$ cat src/sv/rre_pkg.sv
// Shared types, constants and register codes for the raster RLE pixel decoder.
`timescale 1ns / 1ps

package rre_pkg;

    localparam int DEF_MAX_WIDTH  = 8192;
    localparam int DEF_MAX_HEIGHT = 8192;
    localparam int MAX_RESULTS    = 64;

    localparam int CFG_IDX_W  = 3;
    localparam int CFG_DATA_W = 14;

    typedef enum logic [CFG_IDX_W-1:0] {
        REG_RLE_ENABLED  = 3'd0,
        REG_DEPTH_MODE   = 3'd1,
        REG_IMAGE_WIDTH  = 3'd2,
        REG_IMAGE_HEIGHT = 3'd3,
        REG_ESCAPE_CODE  = 3'd4
    } t_reg_idx;

    typedef enum logic [1:0] {
        DEPTH_1BIT  = 2'd0,
        DEPTH_8BIT  = 2'd1,
        DEPTH_24BIT = 2'd2,
        DEPTH_32BIT = 2'd3
    } t_depth;

    typedef enum logic [1:0] {
        PH_NORMAL = 2'd0,
        PH_COUNT  = 2'd1,
        PH_VALUE  = 2'd2
    } t_phase;

    // One packed result word
    typedef struct packed {
        logic [31:0] word;
        logic [2:0]  count;
        logic        eoi;
    } t_word;

    typedef struct packed {
        logic  valid;
        t_word w;
    } t_emit_req;

    // Packer command: one byte or one flush per cycle
    typedef struct packed {
        logic       put;
        logic       flush;
        logic       last;
        logic [7:0] data;
    } t_pack_cmd;

    typedef struct packed {
        logic held_go;
        logic step_end;
    } t_emit_ctl;

    typedef struct packed {
        logic rdy;
        logic end_rdy;
        logic held_valid;
    } t_emit_sts;

endpackage

$ cat src/sv/rre_ifs.sv
// Handshake interfaces for the byte input, result output and register write channels.
`timescale 1ns / 1ps

interface rre_byte_if import rre_pkg::*; ();
    logic       valid;
    logic       ready;
    logic [7:0] raw_byte;

    modport source (output valid, output raw_byte, input ready);
    modport sink   (input valid, input raw_byte, output ready);
endinterface

interface rre_word_if import rre_pkg::*; ();
    logic        valid;
    logic        ready;
    logic [31:0] out_bytes;
    logic [2:0]  byte_count;
    logic        last_of_run;
    logic        end_of_image;

    modport source (output valid, output out_bytes, output byte_count,
                    output last_of_run, output end_of_image, input ready);
    modport sink   (input valid, input out_bytes, input byte_count,
                    input last_of_run, input end_of_image, output ready);
endinterface

interface rre_cfg_if import rre_pkg::*; ();
    logic                  valid;
    logic                  ready;
    logic [CFG_IDX_W-1:0]  index;
    logic [CFG_DATA_W-1:0] data;

    modport source (output valid, output index, output data, input ready);
    modport sink   (input valid, input index, input data, output ready);
endinterface

$ cat src/sv/rre_pack.sv
// Byte packer: takes one byte or a flush per cycle while i_adv is high and builds words of up to four bytes.
`timescale 1ns / 1ps

module rre_pack import rre_pkg::*; (
    input  logic      i_clk,
    input  logic      i_rst_n,
    input  t_pack_cmd i_cmd,
    input  logic      i_adv,
    output t_emit_req o_req
);

    logic [23:0] r_buf, n_buf;
    logic [1:0]  r_cnt, n_cnt;
    logic [31:0] merged;

    assign merged = {8'd0, r_buf} | (32'(i_cmd.data) << {r_cnt, 3'b000});

    always_comb begin
        n_buf = r_buf;
        n_cnt = r_cnt;
        o_req = '0;
        if (i_cmd.put && i_adv) begin
            if (r_cnt == 2'd3) begin
                o_req.valid   = 1'b1;
                o_req.w.word  = merged;
                o_req.w.count = 3'd4;
                o_req.w.eoi   = i_cmd.last;
                n_buf = '0;
                n_cnt = '0;
            end else if (i_cmd.last) begin
                o_req.valid   = 1'b1;
                o_req.w.word  = merged;
                o_req.w.count = {1'b0, r_cnt} + 3'd1;
                o_req.w.eoi   = 1'b1;
                n_buf = '0;
                n_cnt = '0;
            end else begin
                n_buf = merged[23:0];
                n_cnt = r_cnt + 2'd1;
            end
        end else if (i_cmd.flush && i_adv) begin
            // drop nothing: a partial word leaves marked as image end
            if (r_cnt != 2'd0) begin
                o_req.valid   = 1'b1;
                o_req.w.word  = {8'd0, r_buf};
                o_req.w.count = {1'b0, r_cnt};
                o_req.w.eoi   = 1'b1;
            end
            n_buf = '0;
            n_cnt = '0;
        end
    end

    always_ff @(posedge i_clk) begin
        if (!i_rst_n) begin
            r_buf <= '0;
            r_cnt <= '0;
        end else begin
            r_buf <= n_buf;
            r_cnt <= n_cnt;
        end
    end

endmodule

$ cat src/sv/rre_emit.sv
// Result queue: one-word lookahead to mark the last word of a transaction, cap and held word.
`timescale 1ns / 1ps

module rre_emit import rre_pkg::*; (
    input  logic        i_clk,
    input  logic        i_rst_n,
    input  t_emit_req   i_req,
    input  t_emit_ctl   i_ctl,
    output t_emit_sts   o_sts,
    rre_word_if.source  o_word
);

    localparam int CW = $clog2(MAX_RESULTS + 1);

    logic [CW-1:0] r_cnt;
    logic          r_pv, r_hv, r_ov, r_out_last;
    t_word         r_pend, r_held, r_out, src;
    logic          out_free, at_cap, rdy, end_rdy, take, load_out;

    assign out_free = !r_ov || o_word.ready;
    assign at_cap   = (r_cnt == CW'(MAX_RESULTS));
    assign rdy      = at_cap || !r_pv || out_free;
    assign end_rdy  = !r_pv || out_free;
    assign src      = i_ctl.held_go ? r_held : i_req.w;
    assign take     = (i_req.valid || i_ctl.held_go) && rdy;
    // advance the pending word into the output register
    assign load_out = take ? (!at_cap && r_pv) : (i_ctl.step_end && end_rdy && r_pv);

    assign o_sts.rdy        = rdy;
    assign o_sts.end_rdy    = end_rdy;
    assign o_sts.held_valid = r_hv;

    assign o_word.valid        = r_ov;
    assign o_word.out_bytes    = r_out.word;
    assign o_word.byte_count   = r_out.count;
    assign o_word.last_of_run  = r_out_last;
    assign o_word.end_of_image = r_out.eoi;

    always_ff @(posedge i_clk) begin
        if (!i_rst_n) begin
            r_cnt <= '0;
            r_pv  <= 1'b0;
            r_hv  <= 1'b0;
            r_ov  <= 1'b0;
        end else begin
            if (load_out) begin
                r_ov <= 1'b1;
            end else if (r_ov && o_word.ready) begin
                r_ov <= 1'b0;
            end
            if (take) begin
                if (i_ctl.held_go) begin
                    r_hv <= 1'b0;
                end else if (at_cap) begin
                    r_hv <= 1'b1;
                end
                if (!at_cap) begin
                    r_pv  <= 1'b1;
                    r_cnt <= r_cnt + CW'(1);
                end
            end else if (i_ctl.step_end && end_rdy) begin
                if (r_pv) begin
                    r_pv <= 1'b0;
                end
                r_cnt <= '0;
            end
        end
    end

    always_ff @(posedge i_clk) begin
        if (take) begin
            if (!at_cap) begin
                if (r_pv) begin
                    r_out      <= r_pend;
                    r_out_last <= 1'b0;
                end
                r_pend <= src;
            end else begin
                r_held <= src;
            end
        end else if (i_ctl.step_end && end_rdy && r_pv) begin
            r_out      <= r_pend;
            r_out_last <= 1'b1;
        end
    end

    a_cnt_bound: assert property (@(posedge i_clk) disable iff (!i_rst_n)
        r_cnt <= CW'(MAX_RESULTS))
        else $error("result count past cap");

    a_cnt_pend: assert property (@(posedge i_clk) disable iff (!i_rst_n)
        (r_cnt != '0) |-> r_pv)
        else $error("results counted but no pending word");

    a_end_clears: assert property (@(posedge i_clk) disable iff (!i_rst_n)
        (i_ctl.step_end && end_rdy && !take) |=> (!r_pv && r_cnt == '0))
        else $error("transaction close left pending state");

endmodule

$ cat src/sv/raster_rle_pixel_decoder.sv
// Top level: run-length decode, line and pixel tracking, sequencer around the shared packer.
// Per raw byte the sequencer steps through: accept, held word replay (if any), one feed per
//   decoded byte (1, or count+1 for a run), one put per output byte, image-end flush (if any),
//   close. The single packer takes one byte a cycle while the result queue is ready.
// The last result of a byte is in the output register the cycle after the close step.
// Output stalls hold the packer and sequencer; the input is not ready until the byte is done.
// Reset (synchronous, active low) clears sequencer, line position, packer and result queue and
//   loads the register defaults; no memory, so no clearing pass.
`timescale 1ns / 1ps

module raster_rle_pixel_decoder import rre_pkg::*; #(
    parameter int MAX_WIDTH  = DEF_MAX_WIDTH,
    parameter int MAX_HEIGHT = DEF_MAX_HEIGHT
) (
    input  logic       i_clk,
    input  logic       i_rst_n,
    rre_cfg_if.sink    i_cfg,
    rre_byte_if.sink   i_byte,
    rre_word_if.source o_word
);

    // Widths follow the size bounds
    localparam int WW  = $clog2(MAX_WIDTH + 1);
    localparam int WCW = (WW > CFG_DATA_W) ? WW : CFG_DATA_W;
    localparam int HW  = $clog2(MAX_HEIGHT + 1);
    localparam int HCW = (HW > CFG_DATA_W) ? HW : CFG_DATA_W;
    localparam int LLW = WW + 2;
    // Reciprocal of three for the byte-in-pixel index
    localparam int S3  = LLW + 2;
    localparam int PW  = LLW + S3;
    localparam logic [S3-1:0] K3 = S3'((2 ** S3) / 3);

    typedef enum logic [5:0] {
        S_IDLE  = 6'b000001,
        S_HELD  = 6'b000010,
        S_FEED  = 6'b000100,
        S_PUT   = 6'b001000,
        S_FLUSH = 6'b010000,
        S_END   = 6'b100000
    } t_state;

    // Registers and their next values
    t_state          r_state, n_state;
    logic            r_rle, n_rle;
    t_depth          r_depth, n_depth;
    logic [13:0]     r_width, n_width;
    logic [13:0]     r_height, n_height;
    logic [7:0]      r_esc, n_esc;
    t_phase          r_phase, n_phase;
    logic [7:0]      r_run, n_run;
    logic [7:0]      r_val, n_val;
    logic            r_do_feed, n_do_feed;
    logic [LLW-1:0]  r_pos, n_pos;
    logic [HW-1:0]   r_line, n_line;
    logic [31:0]     r_stage, n_stage;
    logic [23:0]     r_putw, n_putw;
    logic [1:0]      r_put_n, n_put_n;
    logic [1:0]      r_put_i, n_put_i;
    logic            r_put_final, n_put_final;
    logic            r_img_end, n_img_end;

    logic            in_acc;
    logic [WCW-1:0]  w_ext;
    logic [HCW-1:0]  h_ext;
    logic [WW-1:0]   w_eff;
    logic [HW-1:0]   h_eff;
    logic [LLW-1:0]  w_l, ll, len_total, pos_n;
    logic [HW-1:0]   line_n;
    logic            last_line, in_data, line_end, img_end, final_b;
    logic [PW-1:0]   m3_prod;
    logic [LLW-1:0]  m3_q;
    logic [2:0]      m3_r;
    logic [1:0]      k3, k, k_last;
    logic            is_multi;
    logic [31:0]     b_sh, ns;
    logic [1:0]      put_n_c;
    logic [23:0]     putw_c;

    t_pack_cmd       pack_cmd;
    t_emit_req       emit_req;
    t_emit_ctl       emit_ctl;
    t_emit_sts       emit_sts;

    assign i_cfg.ready  = 1'b1;
    assign i_byte.ready = (r_state == S_IDLE);
    assign in_acc       = i_byte.valid && i_byte.ready;

    // Clamp sizes: zero counts as one, large values stop at the bound
    assign w_ext = WCW'(r_width);
    assign h_ext = HCW'(r_height);
    always_comb begin
        if (r_width == 14'd0) begin
            w_eff = WW'(1);
        end else if (w_ext > WCW'(MAX_WIDTH)) begin
            w_eff = WW'(MAX_WIDTH);
        end else begin
            w_eff = w_ext[WW-1:0];
        end
        if (r_height == 14'd0) begin
            h_eff = HW'(1);
        end else if (h_ext > HCW'(MAX_HEIGHT)) begin
            h_eff = HW'(MAX_HEIGHT);
        end else begin
            h_eff = h_ext[HW-1:0];
        end
    end

    // pos mod 3: multiply by the reciprocal, then one correction step
    assign m3_prod = PW'(r_pos) * PW'(K3);
    assign m3_q    = m3_prod[S3 +: LLW];
    assign m3_r    = r_pos[2:0] - {m3_q[1:0], 1'b0} - m3_q[2:0];
    assign k3      = (m3_r >= 3'd3) ? 2'(m3_r - 3'd3) : m3_r[1:0];

    // Line length and the byte's place within its pixel
    assign w_l = LLW'(w_eff);
    always_comb begin
        unique case (r_depth)
            DEPTH_1BIT: begin
                ll = (w_l + LLW'(7)) >> 3;
                k = 2'd0; k_last = 2'd0; is_multi = 1'b0;
            end
            DEPTH_8BIT: begin
                ll = w_l;
                k = 2'd0; k_last = 2'd0; is_multi = 1'b0;
            end
            DEPTH_24BIT: begin
                ll = (w_l << 1) + w_l;
                k = k3; k_last = 2'd2; is_multi = 1'b1;
            end
            DEPTH_32BIT: begin
                ll = w_l << 2;
                k = r_pos[1:0]; k_last = 2'd3; is_multi = 1'b1;
            end
        endcase
    end

    assign len_total = ll + LLW'(ll[0]);
    assign pos_n     = r_pos + LLW'(1);
    assign line_n    = r_line + HW'(1);
    assign last_line = (line_n >= h_eff);
    assign in_data   = (r_pos < ll);
    assign line_end  = (pos_n >= len_total);
    assign img_end   = line_end && last_line;
    assign final_b   = last_line && (pos_n == ll);

    // Pixel staging: first byte of a pixel restarts the stage
    assign b_sh = 32'(r_val) << {k, 3'b000};
    assign ns   = (k == 2'd0) ? b_sh : (r_stage | b_sh);

    // Bytes to hand the packer, first one in the low byte; pad and alpha drop out
    always_comb begin
        put_n_c = 2'd0;
        putw_c  = '0;
        if (in_data) begin
            if (!is_multi) begin
                put_n_c = 2'd1;
                putw_c  = {16'd0, r_val};
            end else if (k == k_last) begin
                put_n_c = 2'd3;
                if (r_depth == DEPTH_24BIT) begin
                    putw_c = {ns[7:0], ns[15:8], ns[23:16]};
                end else begin
                    putw_c = {ns[15:8], ns[23:16], ns[31:24]};
                end
            end
        end
    end

    // Sequencer
    always_comb begin
        n_state     = r_state;
        n_rle       = r_rle;
        n_depth     = r_depth;
        n_width     = r_width;
        n_height    = r_height;
        n_esc       = r_esc;
        n_phase     = r_phase;
        n_run       = r_run;
        n_val       = r_val;
        n_do_feed   = r_do_feed;
        n_pos       = r_pos;
        n_line      = r_line;
        n_stage     = r_stage;
        n_putw      = r_putw;
        n_put_n     = r_put_n;
        n_put_i     = r_put_i;
        n_put_final = r_put_final;
        n_img_end   = r_img_end;
        pack_cmd    = '0;
        emit_ctl    = '0;

        if (i_cfg.valid && i_cfg.ready) begin
            unique case (t_reg_idx'(i_cfg.index))
                REG_RLE_ENABLED:  n_rle    = i_cfg.data[0];
                REG_DEPTH_MODE:   n_depth  = t_depth'(i_cfg.data[1:0]);
                REG_IMAGE_WIDTH:  n_width  = i_cfg.data;
                REG_IMAGE_HEIGHT: n_height = i_cfg.data;
                REG_ESCAPE_CODE:  n_esc    = i_cfg.data[7:0];
                default: ;
            endcase
        end

        unique case (r_state)
            S_IDLE: begin
                if (in_acc) begin
                    n_do_feed = 1'b0;
                    n_val     = i_byte.raw_byte;
                    if (!r_rle) begin
                        n_phase   = PH_NORMAL;
                        n_do_feed = 1'b1;
                        n_run     = '0;
                    end else begin
                        unique case (r_phase)
                            PH_NORMAL: begin
                                if (i_byte.raw_byte == r_esc) begin
                                    n_phase = PH_COUNT;
                                end else begin
                                    n_do_feed = 1'b1;
                                    n_run     = '0;
                                end
                            end
                            PH_COUNT: begin
                                if (i_byte.raw_byte == 8'd0) begin
                                    // escaped literal escape byte
                                    n_phase   = PH_NORMAL;
                                    n_do_feed = 1'b1;
                                    n_val     = r_esc;
                                    n_run     = '0;
                                end else begin
                                    n_run   = i_byte.raw_byte;
                                    n_phase = PH_VALUE;
                                end
                            end
                            PH_VALUE: begin
                                // run value: keep the count for the repeat loop
                                n_phase   = PH_NORMAL;
                                n_do_feed = 1'b1;
                            end
                            default: n_phase = PH_NORMAL;
                        endcase
                    end
                    if (emit_sts.held_valid) begin
                        n_state = S_HELD;
                    end else if (n_do_feed) begin
                        n_state = S_FEED;
                    end else begin
                        n_state = S_END;
                    end
                end
            end
            S_HELD: begin
                // replay the word held back by the cap as first result
                emit_ctl.held_go = 1'b1;
                if (emit_sts.rdy) begin
                    n_state = r_do_feed ? S_FEED : S_END;
                end
            end
            S_FEED: begin
                if (in_data && is_multi) begin
                    n_stage = ns;
                end
                n_put_n     = put_n_c;
                n_putw      = putw_c;
                n_put_final = final_b;
                n_put_i     = '0;
                n_img_end   = img_end;
                if (img_end) begin
                    // image done: restart, rest of the run is discarded
                    n_pos   = '0;
                    n_line  = '0;
                    n_stage = '0;
                    n_run   = '0;
                    n_phase = PH_NORMAL;
                end else if (line_end) begin
                    n_pos  = '0;
                    n_line = line_n;
                end else begin
                    n_pos = pos_n;
                end
                if (put_n_c != 2'd0) begin
                    n_state = S_PUT;
                end else if (img_end) begin
                    n_state = S_FLUSH;
                end else if (r_run != 8'd0) begin
                    n_run   = r_run - 8'd1;
                    n_state = S_FEED;
                end else begin
                    n_state = S_END;
                end
            end
            S_PUT: begin
                pack_cmd.put  = 1'b1;
                pack_cmd.data = r_putw[{r_put_i, 3'b000} +: 8];
                pack_cmd.last = r_put_final && (r_put_i == r_put_n - 2'd1);
                if (emit_sts.rdy) begin
                    if (r_put_i == r_put_n - 2'd1) begin
                        if (r_img_end) begin
                            n_state = S_FLUSH;
                        end else if (r_run != 8'd0) begin
                            n_run   = r_run - 8'd1;
                            n_state = S_FEED;
                        end else begin
                            n_state = S_END;
                        end
                    end else begin
                        n_put_i = r_put_i + 2'd1;
                    end
                end
            end
            S_FLUSH: begin
                pack_cmd.flush = 1'b1;
                if (emit_sts.rdy) begin
                    n_state = S_END;
                end
            end
            S_END: begin
                // close the transaction: last pending word goes out marked
                emit_ctl.step_end = 1'b1;
                if (emit_sts.end_rdy) begin
                    n_state = S_IDLE;
                end
            end
            default: n_state = S_IDLE;
        endcase
    end

    always_ff @(posedge i_clk) begin
        if (!i_rst_n) begin
            r_state   <= S_IDLE;
            r_rle     <= 1'b0;
            r_depth   <= DEPTH_8BIT;
            r_width   <= 14'd1;
            r_height  <= 14'd1;
            r_esc     <= 8'd128;
            r_phase   <= PH_NORMAL;
            r_run     <= '0;
            r_do_feed <= 1'b0;
            r_pos     <= '0;
            r_line    <= '0;
            r_stage   <= '0;
            r_put_n   <= '0;
            r_put_i   <= '0;
            r_img_end <= 1'b0;
        end else begin
            r_state   <= n_state;
            r_rle     <= n_rle;
            r_depth   <= n_depth;
            r_width   <= n_width;
            r_height  <= n_height;
            r_esc     <= n_esc;
            r_phase   <= n_phase;
            r_run     <= n_run;
            r_do_feed <= n_do_feed;
            r_pos     <= n_pos;
            r_line    <= n_line;
            r_stage   <= n_stage;
            r_put_n   <= n_put_n;
            r_put_i   <= n_put_i;
            r_img_end <= n_img_end;
        end
    end

    always_ff @(posedge i_clk) begin
        r_val       <= n_val;
        r_putw      <= n_putw;
        r_put_final <= n_put_final;
    end

    rre_pack u_pack (
        .i_clk   (i_clk),
        .i_rst_n (i_rst_n),
        .i_cmd   (pack_cmd),
        .i_adv   (emit_sts.rdy),
        .o_req   (emit_req)
    );

    rre_emit u_emit (
        .i_clk   (i_clk),
        .i_rst_n (i_rst_n),
        .i_req   (emit_req),
        .i_ctl   (emit_ctl),
        .o_sts   (emit_sts),
        .o_word  (o_word)
    );

    a_busy_after_acc: assert property (@(posedge i_clk) disable iff (!i_rst_n)
        in_acc |=> (r_state != S_IDLE))
        else $error("input taken but sequencer stayed idle");

    a_put_index: assert property (@(posedge i_clk) disable iff (!i_rst_n)
        (r_state == S_PUT) |-> (r_put_i < r_put_n))
        else $error("packer index past byte list");

    a_held_present: assert property (@(posedge i_clk) disable iff (!i_rst_n)
        (r_state == S_HELD) |-> emit_sts.held_valid)
        else $error("held replay without held word");

endmodule
$ cat src/flat_wrapper.sv
// flat-port wrapper written by rule: the top's interface ports become plain ports
module raster_rle_pixel_decoder_flat import rre_pkg::*;
#(
    parameter int MAX_WIDTH  = DEF_MAX_WIDTH,
    parameter int MAX_HEIGHT = DEF_MAX_HEIGHT
)
  (i_clk, i_rst_n, i_cfg_valid, i_cfg_index, i_cfg_data, i_cfg_ready, i_byte_valid, i_byte_raw_byte, i_byte_ready, o_word_valid, o_word_out_bytes, o_word_byte_count, o_word_last_of_run, o_word_end_of_image, o_word_ready);
  rre_cfg_if i_cfg_i ();
  rre_byte_if i_byte_i ();
  rre_word_if o_word_i ();
  input  logic i_clk;
  input  logic i_rst_n;
  input wire logic [$bits(i_cfg_i.valid)-1:0] i_cfg_valid;
  input wire logic [$bits(i_cfg_i.index)-1:0] i_cfg_index;
  input wire logic [$bits(i_cfg_i.data)-1:0] i_cfg_data;
  output wire logic [$bits(i_cfg_i.ready)-1:0] i_cfg_ready;
  input wire logic [$bits(i_byte_i.valid)-1:0] i_byte_valid;
  input wire logic [$bits(i_byte_i.raw_byte)-1:0] i_byte_raw_byte;
  output wire logic [$bits(i_byte_i.ready)-1:0] i_byte_ready;
  output wire logic [$bits(o_word_i.valid)-1:0] o_word_valid;
  output wire logic [$bits(o_word_i.out_bytes)-1:0] o_word_out_bytes;
  output wire logic [$bits(o_word_i.byte_count)-1:0] o_word_byte_count;
  output wire logic [$bits(o_word_i.last_of_run)-1:0] o_word_last_of_run;
  output wire logic [$bits(o_word_i.end_of_image)-1:0] o_word_end_of_image;
  input wire logic [$bits(o_word_i.ready)-1:0] o_word_ready;
  assign i_cfg_i.valid = i_cfg_valid;
  assign i_cfg_i.index = i_cfg_index;
  assign i_cfg_i.data = i_cfg_data;
  assign i_cfg_ready = i_cfg_i.ready;
  assign i_byte_i.valid = i_byte_valid;
  assign i_byte_i.raw_byte = i_byte_raw_byte;
  assign i_byte_ready = i_byte_i.ready;
  assign o_word_valid = o_word_i.valid;
  assign o_word_out_bytes = o_word_i.out_bytes;
  assign o_word_byte_count = o_word_i.byte_count;
  assign o_word_last_of_run = o_word_i.last_of_run;
  assign o_word_end_of_image = o_word_i.end_of_image;
  assign o_word_i.ready = o_word_ready;
  raster_rle_pixel_decoder #(.MAX_WIDTH(MAX_WIDTH), .MAX_HEIGHT(MAX_HEIGHT)) u_core (.i_clk(i_clk), .i_rst_n(i_rst_n), .i_cfg(i_cfg_i), .i_byte(i_byte_i), .o_word(o_word_i));
endmodule
$ cat config.mk
export PLATFORM = sky130hd
export DESIGN_NAME = raster_rle_pixel_decoder_flat
export DESIGN_NICKNAME = d
export VERILOG_FILES = /design/src/sv/rre_pkg.sv /design/src/sv/rre_ifs.sv /design/src/sv/rre_pack.sv /design/src/sv/rre_emit.sv /design/src/sv/raster_rle_pixel_decoder.sv /design/src/flat_wrapper.sv
export SDC_FILE = /design/constraint.sdc
export NUM_CORES = 1
export LEC_CHECK = 0
export ABC_AREA = 1
export BUFFER_PORTS_ARGS = -buffer_cell sky130_fd_sc_hd__buf_2
export CAP_MARGIN = 30
export CORE_ASPECT_RATIO = 1.1
export CORE_UTILIZATION = 35
export DETAILED_ROUTE_END_ITERATION = 10
export RECOVER_POWER = 25
export SYNTH_ARGS = -nofsm -noshare
export SYNTH_HDL_FRONTEND = slang
export SYNTH_HIERARCHICAL = 1
export SYNTH_SLANG_ARGS = --single-unit
$ cat constraint.sdc
create_clock -name i_clk -period 16.3 [get_ports i_clk]
set_input_delay 1.63 -clock i_clk [delete_from_list [all_inputs] [get_ports i_clk]]
set_output_delay 1.63 -clock i_clk [all_outputs]
set_load 0.05 [all_outputs]
==> flow_summary.ini <==
[pwr]
switching_power_uw = 559
power_density_mw_per_mm2 = 90.9
total_leakage_power_uw = 0.00944
power_frac_seq_pct = 43.1
combPwrFrac_pct = 15.0
swShare_pct = 28.6
pwr-share-clk_pct = 41.9
p_int_uw = 1390
ir_worst_vdd_v = 0.0000671

[placement]
hpwlAfterDp_um = 38800
numPortBuffers = 68
place.gp.congestion = 0.891
place_ws_ps = 7930

[timing]
grt_setup_unrepaired = no
fin_worst_skew_ps = 32.1
hold_viol = 0
fin_crit_ps = 8440
relSlewSlack_pct = -143
worst_slew_pin_slew_ps = 3640
setup-violations-final = 0
maxSlewViolCount = 135
fin_setup_tns_ps = 0
layout_setup_ws_ps = 7860
min_period_over_period_pct = 51.8
fmax_ghz = 0.118

[setup_path]
crit_arrival_ps = 8700
slowest_delay_ps = 650
crit_type = reg -> reg
setup.worst_path.end_class = flop
crit_path_frequent_cell = inv_1
crit_path_max_fanout = 11
crit_path_top_delay_cell = nand4_1
start_kind = flop
cp.required_ps = 16560

[cts]
cts_tree = yes
cts.clk_slew.worst_paths_ps = 60
h-tree-depth = 2
post_cts_buffers = 0
clk_latency_ps = 560
clkSinkCount = 301
cts_buffers = 36
ctsHoldBuffers = 0
root_buffer = clkbuf_16
cts_resized = 0
clock_path_buffers = 3

[route]
drt_wl_total_um = 51700
drt_iter0_drc = 1032
dr.pass1.iters = 5
routed_via_density = 5.02
ant_nets = 0
vias = 16900
wl_per_cell_um = 15.4
drc = 0

[yosys]
ys_warn_count = 6
synth_common_cells = nand2_1, inv_1, nor2_1
netlist_area_mm2 = 0.0194
async_flop_share_pct = 0
post_synth.cell_area_avg_um2 = 7.57
synth_edf_count = 142
synth.yosys.seq_area_share_pct = 38.4
synth_top_area_share_pct = 22.0
syn_nets = 2758
syn_inst = 2560
synth_top_cell_by_area = edfxtp_1
synth_flop_cell = dfxtp_1
synth_most_common_cell = nand2_1
ys_seq_elements = 301
yosysUniqueCellTypes = 57
netlist_top_cells_area = edfxtp_1, dfxtp_1, nand2_1

[global_routing]
gr-usage-all-layers_pct = 18.4
grt_pass1_vias = 16500
grt_pass1_wl_um = 84000
grt-ovfl-total = 0
grt_max_degree = 73
antenna_found_initial = 3

[finish]
finalCoreUtilization_pct = 39.3
fill_cells = 5735
diodes = 0
areaGrowthSynthToFinish_pct = 10.9
drive_gt1_share_pct = 6.33
multi_input_area_mm2 = 0.0102
seqCellArea_mm2 = 0.00745
nNetsFinal = 2797

[floorplanning]
num_rows = 90
core_area_mm2 = 0.0547
ioPinCount = 70
die_area_mm2 = 0.0563
start_util_pct = 35.4
die_h_um = 249
die_w_um = 226

[run_status]
violations = max-capacitance violations, max-slew violations
status = finished with violations

[hold_path]
hp-class = reg -> reg

[run]
drv_cap = 3
## layer usage
| layer | global-route usage, % | part of all wire [%] |
|---|---|---|
| met2 | 32.1 | 49 |
| met3 | 2.96 | 4.8 |
| met5 | 0 | 0.085 |
| met1 | 22.7 | 43 |
| met4 | 6.47 | 3.2 |
## through the flow
step	std cells	instance area, um^2	power, uW	hold slack [ps]
2_1_floorplan	2560	19400	1060	400
3_3_place_gp	3296	20400	1140	401
3_5_place_dp	3297	20400	1150	405
4_1_cts	3360	21600	1980	416
5_1_grt	3360	21500	2050	422
6_report	3360	21500	1950	416
## power groups by stage
stage                     clock network [uW]  registers, uW  logic (uW)
after floorplan                            0            846         216
after global placement                     0            856         287
after detailed placement                   0            857         293
after CTS                                843            840         294
after global routing                     872            844         331
final                                    819            841         293
## cells by family after synthesis
| group | after synthesis | share of synthesized area [%] |
|---|---|---|
| simple gates | 1207 | 26.3 |
| other cells | 1 | 0.0193 |
| buf+inv | 428 | 8.77 |
| fa+ha+maj | 168 | 12.5 |
| flops | 301 | 38.4 |
| compound gates | 397 | 11.3 |
| xor+xnor | 58 | 2.62 |
## placed cells by master, fill, tap and decap left out, types with 4 or more instances in the layout
master	netlist	final
clkinv_2	0	9
nor4_1	8	9
buf_2	15	41
nand3_2	7	7
clkbuf_16	0	37
clkinv_1	6	10
nand3b_1	9	9
a21oi_1	186	186
dfxtp_1	159	159
a221oi_1	5	5
inv_2	11	10
edfxtp_1	142	142
a21oi_2	9	9
bufinv_16	0	4
nor3b_1	4	4
a22oi_1	12	12
a31oi_1	5	5
o21ai_1	14	13
nand3_1	182	182
nor2_1	277	277
o21ai_0	122	123
o211ai_1	16	16
nor2_2	7	7
xnor2_1	13	13
o21ai_2	6	6
clkbuf_1	46	35
nand2_2	5	5
inv_1	328	329
buf_4	9	10
o22ai_1	6	6
xor2_1	45	45
nand2_1	640	640
ha_1	125	125
nand2_4	4	4
nand4_1	29	29
fa_1	43	43
nor3_1	22	22
nor2_4	4	4
## final cells by class
class,count,share of cell area (%)
Timing Repair Buffer,83,1.86
Clock buffer,41,4.42
Multi-Input combinational cell,1831,47.6
Sequential cell,301,34.6
Inverter,346,6.05
Tap cell,736,4.28
Clock inverter,22,1.12
## critical path, delay by kind of cell (launching register included)
family	cells	cell delay [ps]
flops	1	540
xor+xnor	1	290
simple gates	9	1780
compound gates	6	590
buf+inv	8	490
fa+ha+maj	11	4440
## final timing paths
path	endpoint	start	slack, ps	depth (start not counted)
min reg2reg	u_core/u_emit/o_word.out_bytes[1]	u_core/u_emit/r_pend[5]	420	0
max	u_core/r_state[4]	u_core/r_pos[1]	7860	35
max reg2reg	u_core/r_state[4]	u_core/r_pos[1]	7860	35
min	u_core/u_emit/o_word.out_bytes[1]	u_core/u_emit/r_pend[5]	420	0
## sequential cells by signal, summed over array words and instances, names as in the netlist, 3 cells and up
register                         flops
u_core/u_emit/o_word.byte_count      3
u_core/r_pos                        16
u_core/u_emit/r_held                36
u_core/u_pack/r_buf                 24
u_core/h_ext                        14
u_core/r_val                         8
u_core/r_line                       14
u_core/u_emit/r_pend                36
u_core/r_run                         8
u_core/r_stage                      32
u_core/r_esc                         8
u_core/u_emit/r_cnt                  7
u_core/r_state                       6
u_core/r_putw                       24
u_core/u_emit/o_word.out_bytes      32
u_core/r_width                      14
No activity file was read; power rests on OpenSTA's default activity.
